$ cat src/hw/rtl/pca_pkg.sv
// Package for the clamped PID controller with angle-wrapped error.
// Holds register indexes, datapath command types and the saturate/clamp helpers.
// No dependencies.
package pca_pkg;

  localparam int unsigned DATA_W  = 32;
  localparam int unsigned STEP_W  = 16;
  localparam int unsigned CFG_IDX_W = 3;
  localparam int unsigned OPND_W  = 33;
  localparam int unsigned PROD_W  = 2 * OPND_W;
  localparam int unsigned SUM_W   = 34;
  localparam int unsigned CLAMP_W = 35;
  localparam int unsigned FRAC_W  = 16;

  localparam logic [CFG_IDX_W-1:0] CFG_PROP_GAIN  = 3'd0;
  localparam logic [CFG_IDX_W-1:0] CFG_INTEG_GAIN = 3'd1;
  localparam logic [CFG_IDX_W-1:0] CFG_DERIV_GAIN = 3'd2;
  localparam logic [CFG_IDX_W-1:0] CFG_OUT_UPPER  = 3'd3;
  localparam logic [CFG_IDX_W-1:0] CFG_OUT_LOWER  = 3'd4;
  localparam logic [CFG_IDX_W-1:0] CFG_TIME_STEP  = 3'd5;
  localparam logic [CFG_IDX_W-1:0] CFG_STEP_RATE  = 3'd6;

  localparam logic signed [DATA_W-1:0] RST_OUT_UPPER = 32'sd6553600;
  localparam logic signed [DATA_W-1:0] RST_OUT_LOWER = -32'sd6553600;
  localparam logic [STEP_W-1:0]        RST_TIME_STEP = 16'd655;
  localparam logic [STEP_W-1:0]        RST_STEP_RATE = 16'd100;

  localparam logic signed [SUM_W-1:0] HALF_TURN = 34'sd11796480;
  localparam logic signed [SUM_W-1:0] FULL_TURN = 34'sd23592960;

  localparam logic signed [PROD_W-1:0] SAT_MAX = 66'sd2147483647;
  localparam logic signed [PROD_W-1:0] SAT_MIN = -66'sd2147483648;

  typedef enum logic [2:0] {
    MUL_NONE,
    MUL_ERR_STEP,
    MUL_DIFF_RATE,
    MUL_PROP,
    MUL_INTEG,
    MUL_DERIV
  } mul_sel_t;

  typedef struct packed {
    logic     load;
    logic     fold;
    mul_sel_t mul_sel;
    logic     acc_upd;
    logic     der_upd;
    logic     sum_init;
    logic     sum_add;
    logic     out_load;
  } dp_cmd_t;

  function automatic logic signed [DATA_W-1:0] sat32(input logic signed [PROD_W-1:0] v);
    logic signed [DATA_W-1:0] r;
    if (v > SAT_MAX) begin
      r = SAT_MAX[DATA_W-1:0];
    end else if (v < SAT_MIN) begin
      r = SAT_MIN[DATA_W-1:0];
    end else begin
      r = v[DATA_W-1:0];
    end
    return r;
  endfunction

  function automatic logic signed [DATA_W-1:0] clamp_bounds(
    input logic signed [CLAMP_W-1:0] v,
    input logic signed [DATA_W-1:0]  up,
    input logic signed [DATA_W-1:0]  lo
  );
    logic signed [CLAMP_W-1:0] up_x;
    logic signed [CLAMP_W-1:0] lo_x;
    logic signed [DATA_W-1:0]  r;
    up_x = {{(CLAMP_W-DATA_W){up[DATA_W-1]}}, up};
    lo_x = {{(CLAMP_W-DATA_W){lo[DATA_W-1]}}, lo};
    if (v > up_x) begin
      r = up;
    end else if (v < lo_x) begin
      r = lo;
    end else begin
      r = v[DATA_W-1:0];
    end
    return r;
  endfunction

endpackage

$ cat src/hw/rtl/pca_in_if.sv
// Input channel: one control tick with setpoint and measurement.
// Uses pca_pkg for field widths.
interface pca_in_if;
  logic                                valid;
  logic                                ready;
  logic signed [pca_pkg::DATA_W-1:0]   setpoint;
  logic signed [pca_pkg::DATA_W-1:0]   measurement;

  modport source(output valid, output setpoint, output measurement, input ready);
  modport sink(input valid, input setpoint, input measurement, output ready);
endinterface

$ cat src/hw/rtl/pca_out_if.sv
// Result channel: clamped drive and the integral after the tick.
// Uses pca_pkg for field widths.
interface pca_out_if;
  logic                                valid;
  logic                                ready;
  logic signed [pca_pkg::DATA_W-1:0]   drive;
  logic signed [pca_pkg::DATA_W-1:0]   integral_term;

  modport source(output valid, output drive, output integral_term, input ready);
  modport sink(input valid, input drive, input integral_term, output ready);
endinterface

$ cat src/hw/rtl/pca_ctrl.sv
// Sequencer for the PID datapath: steps one tick through the shared multiplier.
// Uses pca_pkg for the command struct.
module pca_ctrl (
  input  logic              clk,
  input  logic              rst_n,
  input  logic              in_valid,
  output logic              in_ready,
  output logic              out_valid,
  input  logic              out_ready,
  output pca_pkg::dp_cmd_t  cmd
);

  typedef enum logic [3:0] {
    S_IDLE,
    S_ERR,
    S_MULI,
    S_ACC,
    S_DER,
    S_PROP,
    S_INTG,
    S_DRVG,
    S_OUT
  } state_t;

  state_t state_r, state_nxt;
  logic   out_valid_r, out_valid_nxt;
  logic   out_free;

  assign out_free  = !out_valid_r || out_ready;
  assign in_ready  = (state_r == S_IDLE);
  assign out_valid = out_valid_r;

  always_comb begin
    cmd       = '0;
    cmd.mul_sel = pca_pkg::MUL_NONE;
    state_nxt = state_r;
    case (state_r)
      S_IDLE: begin
        cmd.load = in_valid;
        if (in_valid) state_nxt = S_ERR;
      end
      S_ERR: begin
        cmd.fold  = 1'b1;
        state_nxt = S_MULI;
      end
      S_MULI: begin
        cmd.mul_sel = pca_pkg::MUL_ERR_STEP;
        state_nxt   = S_ACC;
      end
      S_ACC: begin
        cmd.acc_upd = 1'b1;
        cmd.mul_sel = pca_pkg::MUL_DIFF_RATE;
        state_nxt   = S_DER;
      end
      S_DER: begin
        cmd.der_upd = 1'b1;
        cmd.mul_sel = pca_pkg::MUL_PROP;
        state_nxt   = S_PROP;
      end
      S_PROP: begin
        cmd.sum_init = 1'b1;
        cmd.mul_sel  = pca_pkg::MUL_INTEG;
        state_nxt    = S_INTG;
      end
      S_INTG: begin
        cmd.sum_add = 1'b1;
        cmd.mul_sel = pca_pkg::MUL_DERIV;
        state_nxt   = S_DRVG;
      end
      S_DRVG: begin
        cmd.sum_add = 1'b1;
        state_nxt   = S_OUT;
      end
      S_OUT: begin
        cmd.out_load = out_free;
        if (out_free) state_nxt = S_IDLE;
      end
      default: begin
        state_nxt = S_IDLE;
      end
    endcase
  end

  assign out_valid_nxt = cmd.out_load || (out_valid_r && !out_ready);

  always_ff @(posedge clk) begin
    if (!rst_n) begin
      state_r     <= S_IDLE;
      out_valid_r <= 1'b0;
    end else begin
      state_r     <= state_nxt;
      out_valid_r <= out_valid_nxt;
    end
  end

`ifndef SYNTH
  a_tick_len: assert property (@(posedge clk) disable iff (!rst_n)
    (in_valid && in_ready) |-> ##8 (state_r == S_OUT))
    else $error("tick did not reach output step in eight cycles");

  a_no_overwrite: assert property (@(posedge clk) disable iff (!rst_n)
    cmd.out_load |-> (!out_valid_r || out_ready))
    else $error("result register loaded while a transaction is pending");

  a_load_valid: assert property (@(posedge clk) disable iff (!rst_n)
    cmd.out_load |=> out_valid_r)
    else $error("loaded result not presented");
`endif

endmodule

$ cat src/hw/rtl/pca_dp.sv
// Datapath for the PID controller: config registers, state, shared multiplier.
// Uses pca_pkg for widths, register indexes, commands and helpers.
module pca_dp (
  input  logic                                clk,
  input  logic                                rst_n,
  input  pca_pkg::dp_cmd_t                    cmd,
  input  logic                                cfg_we,
  input  logic [pca_pkg::CFG_IDX_W-1:0]       cfg_index,
  input  logic [pca_pkg::DATA_W-1:0]          cfg_wdata,
  input  logic signed [pca_pkg::DATA_W-1:0]   setpoint,
  input  logic signed [pca_pkg::DATA_W-1:0]   measurement,
  output logic signed [pca_pkg::DATA_W-1:0]   drive,
  output logic signed [pca_pkg::DATA_W-1:0]   integral_term
);

  localparam int unsigned DW = pca_pkg::DATA_W;
  localparam int unsigned SW = pca_pkg::STEP_W;
  localparam int unsigned OW = pca_pkg::OPND_W;
  localparam int unsigned PW = pca_pkg::PROD_W;
  localparam int unsigned UW = pca_pkg::SUM_W;
  localparam int unsigned CW = pca_pkg::CLAMP_W;
  localparam int unsigned FW = pca_pkg::FRAC_W;

  logic signed [DW-1:0] prop_gain_r, integ_gain_r, deriv_gain_r, out_upper_r, out_lower_r;
  logic [SW-1:0]        time_step_r, step_rate_r;
  logic signed [DW-1:0] integ_r, last_r;

  logic signed [DW:0]   diff_r;
  logic signed [DW-1:0] e_r, d_r, drive_r, integ_out_r;
  logic signed [PW-1:0] prod_r;
  logic signed [UW-1:0] sum_r;

  logic signed [OW-1:0] mul_a, mul_b;
  logic signed [PW-1:0] prod_nxt;
  logic signed [UW-1:0] diff_x, fold_v;
  logic signed [DW-1:0] e_nxt, acc_nxt, term, d_nxt;
  logic signed [OW-1:0] inc;
  logic signed [CW-1:0] acc_sum;

  always_comb begin
    diff_x = {diff_r[DW], diff_r};
    if (diff_x < -pca_pkg::HALF_TURN) begin
      fold_v = diff_x + pca_pkg::FULL_TURN;
    end else if (diff_x > pca_pkg::HALF_TURN) begin
      fold_v = diff_x - pca_pkg::FULL_TURN;
    end else begin
      fold_v = diff_x;
    end
    e_nxt = pca_pkg::sat32({{(PW-UW){fold_v[UW-1]}}, fold_v});
  end

  always_comb begin
    case (cmd.mul_sel)
      pca_pkg::MUL_ERR_STEP: begin
        mul_a = {e_r[DW-1], e_r};
        mul_b = {{(OW-SW){1'b0}}, time_step_r};
      end
      pca_pkg::MUL_DIFF_RATE: begin
        mul_a = {e_r[DW-1], e_r} - {last_r[DW-1], last_r};
        mul_b = {{(OW-SW){1'b0}}, step_rate_r};
      end
      pca_pkg::MUL_PROP: begin
        mul_a = {e_r[DW-1], e_r};
        mul_b = {prop_gain_r[DW-1], prop_gain_r};
      end
      pca_pkg::MUL_INTEG: begin
        mul_a = {integ_r[DW-1], integ_r};
        mul_b = {integ_gain_r[DW-1], integ_gain_r};
      end
      pca_pkg::MUL_DERIV: begin
        mul_a = {d_r[DW-1], d_r};
        mul_b = {deriv_gain_r[DW-1], deriv_gain_r};
      end
      default: begin
        mul_a = '0;
        mul_b = '0;
      end
    endcase
    prod_nxt = mul_a * mul_b;
  end

  always_comb begin
    inc     = prod_r[FW+OW-1:FW];
    acc_sum = {{(CW-DW){integ_r[DW-1]}}, integ_r} + {{(CW-OW){inc[OW-1]}}, inc};
    acc_nxt = pca_pkg::clamp_bounds(acc_sum, out_upper_r, out_lower_r);
    d_nxt   = pca_pkg::sat32(prod_r);
    term    = pca_pkg::sat32(prod_r >>> FW);
  end

  always_ff @(posedge clk) begin
    if (!rst_n) begin
      prop_gain_r  <= '0;
      integ_gain_r <= '0;
      deriv_gain_r <= '0;
      out_upper_r  <= pca_pkg::RST_OUT_UPPER;
      out_lower_r  <= pca_pkg::RST_OUT_LOWER;
      time_step_r  <= pca_pkg::RST_TIME_STEP;
      step_rate_r  <= pca_pkg::RST_STEP_RATE;
      integ_r      <= '0;
      last_r       <= '0;
    end else begin
      if (cmd.acc_upd) integ_r <= acc_nxt;
      if (cmd.der_upd) last_r <= e_r;
      if (cfg_we) begin
        case (cfg_index)
          pca_pkg::CFG_PROP_GAIN:  prop_gain_r <= cfg_wdata;
          pca_pkg::CFG_INTEG_GAIN: begin
            integ_gain_r <= cfg_wdata;
            integ_r      <= '0;
          end
          pca_pkg::CFG_DERIV_GAIN: deriv_gain_r <= cfg_wdata;
          pca_pkg::CFG_OUT_UPPER:  out_upper_r  <= cfg_wdata;
          pca_pkg::CFG_OUT_LOWER:  out_lower_r  <= cfg_wdata;
          pca_pkg::CFG_TIME_STEP:  time_step_r  <= cfg_wdata[SW-1:0];
          pca_pkg::CFG_STEP_RATE:  step_rate_r  <= cfg_wdata[SW-1:0];
          default: begin
          end
        endcase
      end
    end
  end

  always_ff @(posedge clk) begin
    if (cmd.load) diff_r <= {setpoint[DW-1], setpoint} - {measurement[DW-1], measurement};
    if (cmd.fold) e_r <= e_nxt;
    if (cmd.mul_sel != pca_pkg::MUL_NONE) prod_r <= prod_nxt;
    if (cmd.der_upd) d_r <= d_nxt;
    if (cmd.sum_init) sum_r <= {{(UW-DW){term[DW-1]}}, term};
    if (cmd.sum_add) sum_r <= sum_r + {{(UW-DW){term[DW-1]}}, term};
    if (cmd.out_load) begin
      drive_r     <= pca_pkg::clamp_bounds({{(CW-UW){sum_r[UW-1]}}, sum_r},
                                           out_upper_r, out_lower_r);
      integ_out_r <= integ_r;
    end
  end

  assign drive         = drive_r;
  assign integral_term = integ_out_r;

endmodule

$ cat src/hw/rtl/pid_clamped_angle_wrap.sv
// Clamped PID controller with angle-wrapped error and integral anti-windup.
// Each tick steps through the sequencer states in order before its result
// sits in the output register. The accepting step takes the difference and
// the next step wraps it. The multiply steps run products on a single shared
// 33x33 multiplier (integral step, derivative, three gains). A further step
// adds the last gain term, and the output step clamps and loads the result.
// The next tick is accepted on the following cycle, once the last is through.
// A result left waiting at the output stalls only the following tick, at its
// load step, and no new tick is taken until that tick can load. Writing the
// integral gain clears the integral; configure only while idle.
module pid_clamped_angle_wrap (
  input  logic                           clk,
  input  logic                           rst_n,
  pca_in_if.sink                         in_chan,
  pca_out_if.source                      out_chan,
  input  logic                           cfg_we,
  input  logic [pca_pkg::CFG_IDX_W-1:0]  cfg_index,
  input  logic [pca_pkg::DATA_W-1:0]     cfg_wdata
);

  pca_pkg::dp_cmd_t cmd;

  pca_ctrl u_ctrl (
    .clk       (clk),
    .rst_n     (rst_n),
    .in_valid  (in_chan.valid),
    .in_ready  (in_chan.ready),
    .out_valid (out_chan.valid),
    .out_ready (out_chan.ready),
    .cmd       (cmd)
  );

  pca_dp u_dp (
    .clk           (clk),
    .rst_n         (rst_n),
    .cmd           (cmd),
    .cfg_we        (cfg_we),
    .cfg_index     (cfg_index),
    .cfg_wdata     (cfg_wdata),
    .setpoint      (in_chan.setpoint),
    .measurement   (in_chan.measurement),
    .drive         (out_chan.drive),
    .integral_term (out_chan.integral_term)
  );

endmodule
$ cat src/flat_wrapper.sv
// flat-port wrapper written by rule: the top's interface ports become plain ports
module pid_clamped_angle_wrap_flat 
  (clk, rst_n, cfg_we, cfg_index, cfg_wdata, in_chan_valid, in_chan_setpoint, in_chan_measurement, in_chan_ready, out_chan_valid, out_chan_drive, out_chan_integral_term, out_chan_ready);
  pca_in_if in_chan_i ();
  pca_out_if out_chan_i ();
  input  logic clk;
  input  logic rst_n;
  input  logic cfg_we;
  input  logic [pca_pkg::CFG_IDX_W-1:0] cfg_index;
  input  logic [pca_pkg::DATA_W-1:0] cfg_wdata;
  input wire logic [$bits(in_chan_i.valid)-1:0] in_chan_valid;
  input wire logic [$bits(in_chan_i.setpoint)-1:0] in_chan_setpoint;
  input wire logic [$bits(in_chan_i.measurement)-1:0] in_chan_measurement;
  output wire logic [$bits(in_chan_i.ready)-1:0] in_chan_ready;
  output wire logic [$bits(out_chan_i.valid)-1:0] out_chan_valid;
  output wire logic [$bits(out_chan_i.drive)-1:0] out_chan_drive;
  output wire logic [$bits(out_chan_i.integral_term)-1:0] out_chan_integral_term;
  input wire logic [$bits(out_chan_i.ready)-1:0] out_chan_ready;
  assign in_chan_i.valid = in_chan_valid;
  assign in_chan_i.setpoint = in_chan_setpoint;
  assign in_chan_i.measurement = in_chan_measurement;
  assign in_chan_ready = in_chan_i.ready;
  assign out_chan_valid = out_chan_i.valid;
  assign out_chan_drive = out_chan_i.drive;
  assign out_chan_integral_term = out_chan_i.integral_term;
  assign out_chan_i.ready = out_chan_ready;
  pid_clamped_angle_wrap u_core (.clk(clk), .rst_n(rst_n), .in_chan(in_chan_i), .out_chan(out_chan_i), .cfg_we(cfg_we), .cfg_index(cfg_index), .cfg_wdata(cfg_wdata));
endmodule
$ cat config.mk
export PLATFORM = sky130hd
export DESIGN_NAME = pid_clamped_angle_wrap_flat
export DESIGN_NICKNAME = d
export VERILOG_FILES = /design/src/hw/rtl/pca_pkg.sv /design/src/hw/rtl/pca_in_if.sv /design/src/hw/rtl/pca_out_if.sv /design/src/hw/rtl/pca_ctrl.sv /design/src/hw/rtl/pca_dp.sv /design/src/hw/rtl/pid_clamped_angle_wrap.sv /design/src/flat_wrapper.sv
export SDC_FILE = /design/constraint.sdc
export NUM_CORES = 2
export LEC_CHECK = 0
export BUFFER_PORTS_ARGS = -buffer_cell sky130_fd_sc_hd__buf_2
export CAP_MARGIN = 20
export CORE_MARGIN = 1.5
export CORE_UTILIZATION = 35
export DETAILED_ROUTE_END_ITERATION = 10
export GPL_TIMING_DRIVEN = 0
export PLACE_DENSITY_LB_ADDON = 0.15
export SYNTH_ARGS = -nofsm -noshare
export SYNTH_HDL_FRONTEND = slang
export SYNTH_SLANG_ARGS = --single-unit
$ cat constraint.sdc
create_clock -name clk -period 26.7 [get_ports clk]
set_input_delay 2.67 -clock clk [delete_from_list [all_inputs] [get_ports clk]]
set_output_delay 2.67 -clock clk [all_outputs]
set_load 0.02 [all_outputs]
# Word level (Yosys, flattened, before mapping)
# Index checks and enable logic that the tools add are counted.
dict set report totals {
  inputBits 104
  output_inout_bits 66
  wordCells 105
  regBits 522
}
dict set report classes {
  eq_ne 21
  magnitude_cmp 12
  n_reduce_logical 19
  muxes 28
  multipliers 1
  add_sub_neg 6
}
# cell n
set ops {}
lappend ops {{32-bit two-way mux} 11}
lappend ops {{33-bit case mux with 5 select lines} 1}
lappend ops {{34-bit two-way mux} 4}
lappend ops {{33-bit case mux with 4 select lines} 1}
lappend ops {{34-bit by 32-bit greater-than comparator with 1-bit output} 2}
lappend ops {{34-bit by 32-bit less-than comparator with 1-bit output} 2}
lappend ops {{66-bit by 32-bit greater-than comparator with 1-bit output, second input constant} 1}
lappend ops {{66-bit by 32-bit less-than comparator with 1-bit output, second input constant} 1}
lappend ops {{33-bit by 33-bit multiplier with 66-bit output} 1}
lappend ops {{32-bit by 32-bit subtractor with 33-bit output} 2}
lappend ops {{50-bit by 32-bit greater-than comparator with 1-bit output, second input constant} 1}
lappend ops {{50-bit by 32-bit less-than comparator with 1-bit output, second input constant} 1}
lappend ops {{4-bit case mux with 9 select lines} 1}
lappend ops {{32-bit by 33-bit adder with 34-bit output} 1}
lappend ops {{33-bit by 26-bit adder with 34-bit output, second input constant} 1}
lappend ops {{34-bit adder} 1}
lappend ops {{34-bit by 32-bit greater-than comparator with 1-bit output, second input constant} 1}
lappend ops {{34-bit by 32-bit less-than comparator with 1-bit output, second input constant} 1}
lappend ops {{33-bit by 26-bit subtractor with 34-bit output, second input constant} 1}
lappend ops {{33-bit by 25-bit greater-than comparator with 1-bit output, second input constant} 1}
lappend ops {{33-bit by 25-bit less-than comparator with 1-bit output, second input constant} 1}
lappend ops {{4-bit by 3-bit == test with 1-bit output, second input constant} 4}
lappend ops {{2-bit AND reduction} 8}
lappend ops {{3-bit == test, second input constant} 5}
lappend ops {{other kinds (17)} 33}

# Longest topological paths before layout
dict set report depth {
  ltp_word 7
  depth_mapped 41
  depth_no_buf 39
}

# Hierarchy
# Synthesis repeated with hierarchy kept, for this count alone.
dict set report hier_totals {
  hier_cells 7999
  area_unflattened_um2 71736.3
}
# module area_per_inst_um2 n_inst cells_each seq_area_each_um2
set modules_own_cells {}
lappend modules_own_cells {pca_dp 71406.0 1 7960 12962.4}
lappend modules_own_cells {pca_ctrl 330.3 1 39 100.1}

# Worst setup path before layout
# Ideal clock, no wire load.
dict set report synth_timing {
  path_type {register to register}
  start {register u_core.u_dp.e_r[9]}
  end {register u_core.u_dp.prod_r[64] (data pin)}
  stages_incl_launch_ff 37
  n_path_buf 1
  t_required_ns 26.428
  period_less_slack_ns 10.822
  path_slack_ns 15.878
  arrival_ns 10.550
  setup_time_ns 0.272
  cell_sequence {edfxtp_1 -> ha_1 -> a21o_1 -> a21o_1 -> a21o_1 -> a22oi_1 -> a21oi_1 -> a21o_1 -> a31o_2 -> o21a_1 -> o21ai_1 -> buf_2 -> nand2_1 -> fa_1 -> inv_1 -> fa_1 -> fa_1 -> inv_1 -> fa_1 -> inv_1 -> fa_1 -> fa_1 -> fa_1 -> inv_1 -> fa_1 -> inv_1 -> ha_1 -> a21oi_1 -> nor2_1 -> a2111oi_4 -> o31a_1 -> o2bb2ai_1 -> a211o_1 -> and2_4 -> a41oi_4 -> nor3_1 -> or4b_1}
}
dict set report synth_between {
  elab_chain_len 3
}
# item line
set synth_lines {}
lappend synth_lines {{from (decl)} pca_dp.sv:29} ;# logic signed [DW-1:0] e_r, d_r, drive_r, integ_out_r;
lappend synth_lines {{from (signal assigned)} pca_dp.sv:125} ;# if (cmd.fold) e_r <= e_nxt;
lappend synth_lines {{32-bit by 32-bit subtractor with 33-bit output} pca_dp.sv:59} ;# mul_a = {e_r[DW-1], e_r} - {last_r[DW-1], last_r};
lappend synth_lines {{33-bit case mux with 4 select lines (*)} pca_dp.sv:53} ;# case (cmd.mul_sel)
lappend synth_lines {{33-bit by 33-bit multiplier with 66-bit output (*)} pca_dp.sv:79} ;# prod_nxt = mul_a * mul_b;
lappend synth_lines {{net u_core.u_dp.prod_nxt[64]} pca_dp.sv:34} ;# logic signed [PW-1:0] prod_nxt;
lappend synth_lines {{to (signal assigned)} pca_dp.sv:126} ;# if (cmd.mul_sel != pca_pkg::MUL_NONE) prod_r <= prod_nxt;
lappend synth_lines {{to (decl)} pca_dp.sv:30} ;# logic signed [PW-1:0] prod_r;
# Mark *: on every way through the listed nets, which the timed path passes. The rest lies on a longest branch.
# A chain may end at the register's enable or synchronous reset.

# Worst setup path after layout
dict set report layout_timing {
  start {register u_core.u_ctrl.state_r[3]}
  end {register u_core.u_dp.prod_r[65] (data pin)}
}
dict set report layout_between {
  elab_chain_len 6
  word_cells_on_any_way 15
  cone_classes {mul (1); eq/ne (10); mux (3); reduce/logical (1)}
}
# item line
set layout_lines {}
lappend layout_lines {{from (decl)} pca_ctrl.sv:25} ;# state_t state_r, state_nxt;
lappend layout_lines {{from (signal assigned)} pca_ctrl.sv:91} ;# state_r <= state_nxt;
lappend layout_lines {{4-bit by 3-bit == test with 1-bit output / 4-bit by 2-bit == test with 1-bit output (equally long branches)} pca_ctrl.sv:37} ;# case (state_r)
lappend layout_lines {{3-bit case mux with 5 select lines (*)} pca_ctrl.sv:37}
lappend layout_lines {{3-bit by 2-bit == test with 1-bit output / 3-bit by 1-bit == test with 1-bit output (equally long branches)} pca_dp.sv:53}
lappend layout_lines {{2-bit OR reduction (no line)} n/a}
lappend layout_lines {{33-bit case mux with 4 select lines} pca_dp.sv:53}
lappend layout_lines {{33-bit by 33-bit multiplier with 66-bit output (*)} pca_dp.sv:79}
lappend layout_lines {{net u_core.u_dp.prod_nxt[65]} pca_dp.sv:34}
# Marks and branches as above.

==> run_results.csv <==
group,metric,value,unit
cts,cts.reportedPaths.clkPinSlew,0.07,ns
logic_synthesis,synthCells,7959,
route,wl_per_cell,29.3,um
timing,fmax,65.2,MHz
timing,skew,0.0351,ns
placement,gp_congestion,1.03,
worst_setup_path,start_kind,"flop",
timing,period_needed,15.33,ns
logic_synthesis,ys_ff_latch,522,
logic_synthesis,synth_commonest_cells,"1,408 x inv_1, 1,381 x nand2_1, 1,150 x fa_1",
logic_synthesis,ys_warn_count,0,
logic_synthesis,ys_seq_area_frac,0.186,
timing,post-route-period-util,0.574,
grt,use_met3,0.0524,
run_status,outcome,"finished, final reports clean",
logic_synthesis,syn_area_per_cell,8.82,sq um
logic_synthesis,synth_top_area_frac,0.328,
timing,finalHoldViolations,0,
logic_synthesis,yosysMostFrequentCell,"inv_1",
die,die_h,451,um
route,remaining_drc_errors,0,
flow_run,maxCapViolCount,0,
cts,cts_setup_buffers,0,
worst_setup_path,arrival,15.75,ns
layout,area_growth,10.2,%
cts,holdBufCountCts,0,
die,io_pins,170,
pwr,ir_drop,0.0507,mV
worst_setup_path,critPathMaxStageDelay,0.95,ns
grt,use_met2,0.475,
die,fp.dieW,451,um
grt,antenna_found_initial,33,
layout,final_util,0.388,
hold_path,hold_class,"flop to flop",
layout,layout.nets,9986,
timing,worstMarginPinSlew,1.46,ns
cts,cts_num_sinks,522,
logic_synthesis,synth_edf_count,261,
grt,grt_pass1_wl,450000,um
worst_setup_path,endpoint_kind,"flop",
timing,rsz0062_at_grt,"false",
layout,drive_gt1_frac,0.0529,
cts,post_cts_resized,0,
cts,cts-buffers-inserted,57,
die,start_util,0.352,
route,via_per_inst,5.41,
die,core_area,199000,sq um
timing,maxSlewHeadroom,0.0287,
worst_setup_path,worstPathMaxFanout,14,
cts,clock_latency,0.68,ns
cts,htree_num_levels,2,
grt,grt-ovfl-total,0,
grt,grtUsageTotal,0.312,
route,drt-initial-drc-count,5679,
logic_synthesis,ys.flop_type,"edfxtp_1",
grt,grtUsageMet1,0.436,
logic_synthesis,synth.area.top_cells,"fa_1 33%, edfxtp_1 11%, ha_1 8.6%, inv_1 7.5%, dfxtp_1 7.4%",
grt,grt_pass1_vias,59200,
logic_synthesis,yosys.cell_types.count,87,
logic_synthesis,async_flop_share,0,
route,routed_wl,321000,um
cts,cts_tree,"done",
cts,clockBufferDepth,3,
die,dieArea,203000,sq um
grt,grt_max_degree,36,
timing,setup-tns-final,0,ns
route,drt-pass1-iter-count,6,
logic_synthesis,synthesis.area,70200,sq um
worst_setup_path,crit_top_cell,"fa_1",
worst_setup_path,required,27.12,ns
timing,finalSetupViolCount,0,
worst_setup_path,cpMaxStageDelayCell,"nor2b_1",
placement,io_buffers,167,
logic_synthesis,syn-num-nets,9697,
grt,grt_busiest_layer,"met2",
placement,dp_hpwl,271000,um
timing,drv_slew,0,
die,rows,164,
route,vias,59200,
pwr,pwr_density_cell,36.6,nW/um^2
cts,cts_root_buf,"clkbuf_16",
pwr,p_leak,35.8,nW
route,drtAntennaViolNets,0,
logic_synthesis,synth_top_cell_by_area,"fa_1",
worst_setup_path,path_class,"flop to flop",
cell type report:
class | instances | area, sq um
Fill cell | 20500 | 122000
Multi-Input combinational cell | 5640 | 50400
Sequential cell | 522 | 13100
Inverter | 1409 | 5290
Tap cell | 2656 | 3320
Timing Repair Buffer | 230 | 1720
Buffer | 388 | 1520
Clock buffer | 63 | 1490
Clock inverter | 45 | 556
Antenna cell | 8 | 20.0
per-stage QoR:
stage	hold slack, ns	instance area [sq um]	power [mW]	cells	setup WS (ns)
after detailed placement	0.456	75200	1.93	10800	11.68
final	0.464	77400	2.83	11000	11.37
after global placement	0.451	74400	1.91	10800	11.38
after floorplan	0.442	70200	1.49	7959	15.88
after CTS	0.466	77300	2.82	10900	11.65
after global routing	0.481	77400	2.94	11000	11.12
cells in the final DEF (no fill, tap or decap), types with 32 or more instances in the layout:
cell       synthesis  layout
nand4_1           84      84
o21ai_0          190     189
and4_1            32      32
edfxtp_1         261     261
a21boi_0         204     204
dfxtp_1          261     261
nor2b_1           37      36
buf_2             35     209
o21a_1            68      68
nor3_1            56      55
fa_1            1150    1149
xnor2_1          134     134
ha_1             484     484
nand3_1          112     112
nand2b_1          39      39
clkbuf_16          0      58
nand2_1         1381    1381
inv_1           1408    1409
xor2_1            50      50
mux2i_1           88      88
a21o_1           131     131
a21oi_1          240     237
a22oi_1           42      42
nor2_1           678     676
clkbuf_1         336     336
worst max-delay path, delay by kind of cell (launching register included):
family          cells  cell delay (ns)
fa+ha+maj           9             5.45
xor+xnor            1             0.08
simple gates        7             3.47
buf+inv            11             3.69
compound gates      7             1.99
flops               1             0.30
final timing paths:
kind,slack (ns),from,to,depth (start not counted)
worst max-delay path,11.37,u_core.u_ctrl.state_r[3],u_core.u_dp.prod_r[65],35
worst min-delay path,0.46,u_core.u_dp.integ_gain_r[23],u_core.u_dp.integ_gain_r[23],2
worst max register to register,11.37,u_core.u_ctrl.state_r[3],u_core.u_dp.prod_r[65],35
worst min register to register,0.46,u_core.u_dp.integ_gain_r[23],u_core.u_dp.integ_gain_r[23],2
logic make-up after synthesis:
family,after synthesis,share of synthesized area
flops,522,0.186
fa+ha+maj,1634,0.414
compound gates,1159,0.111
simple gates,2557,0.153
buf+inv,1797,0.0970
xor+xnor,184,0.0230
mux,106,0.0154
registers in the layout (all words and copies together), names as in the netlist:
signal                     flops
u_core.u_ctrl.state_r          4
u_core.u_dp.deriv_gain_r      32
u_core.u_dp.diff_r            33
u_core.u_dp.drive             32
u_core.u_dp.out_lower_r       32
u_core.u_dp.sum_r             34
u_core.u_dp.prod_r            66
u_core.u_dp.d_r               32
u_core.u_dp.e_r               32
u_core.u_dp.prop_gain_r       32
u_core.u_dp.integ_gain_r      32
u_core.u_ctrl.out_valid        1
u_core.u_dp.time_step_r       16
u_core.u_dp.last_r            32
u_core.u_dp.integ_r           32
u_core.u_dp.integral_term     32
u_core.u_dp.out_upper_r       32
u_core.u_dp.step_rate_r       16
power breakdown:
group | leakage [nW] | total [mW] | switching (mW) | internal (mW)
clock network | 1.01 | 0.889 | 0.376 | 0.513
logic | 30.3 | 0.984 | 0.689 | 0.295
registers | 4.54 | 0.960 | 0.0622 | 0.898
total | 35.8 | 2.83 | 1.13 | 1.71
metal layers:
layer,vias to the layer above,wire length [um]
met3,494,25900
met4,16,16900
met1,30300,139000
met5,-,102
met2,2608,139000
li1,25800,-
Note: power is estimated with default switching activity, not from simulation.
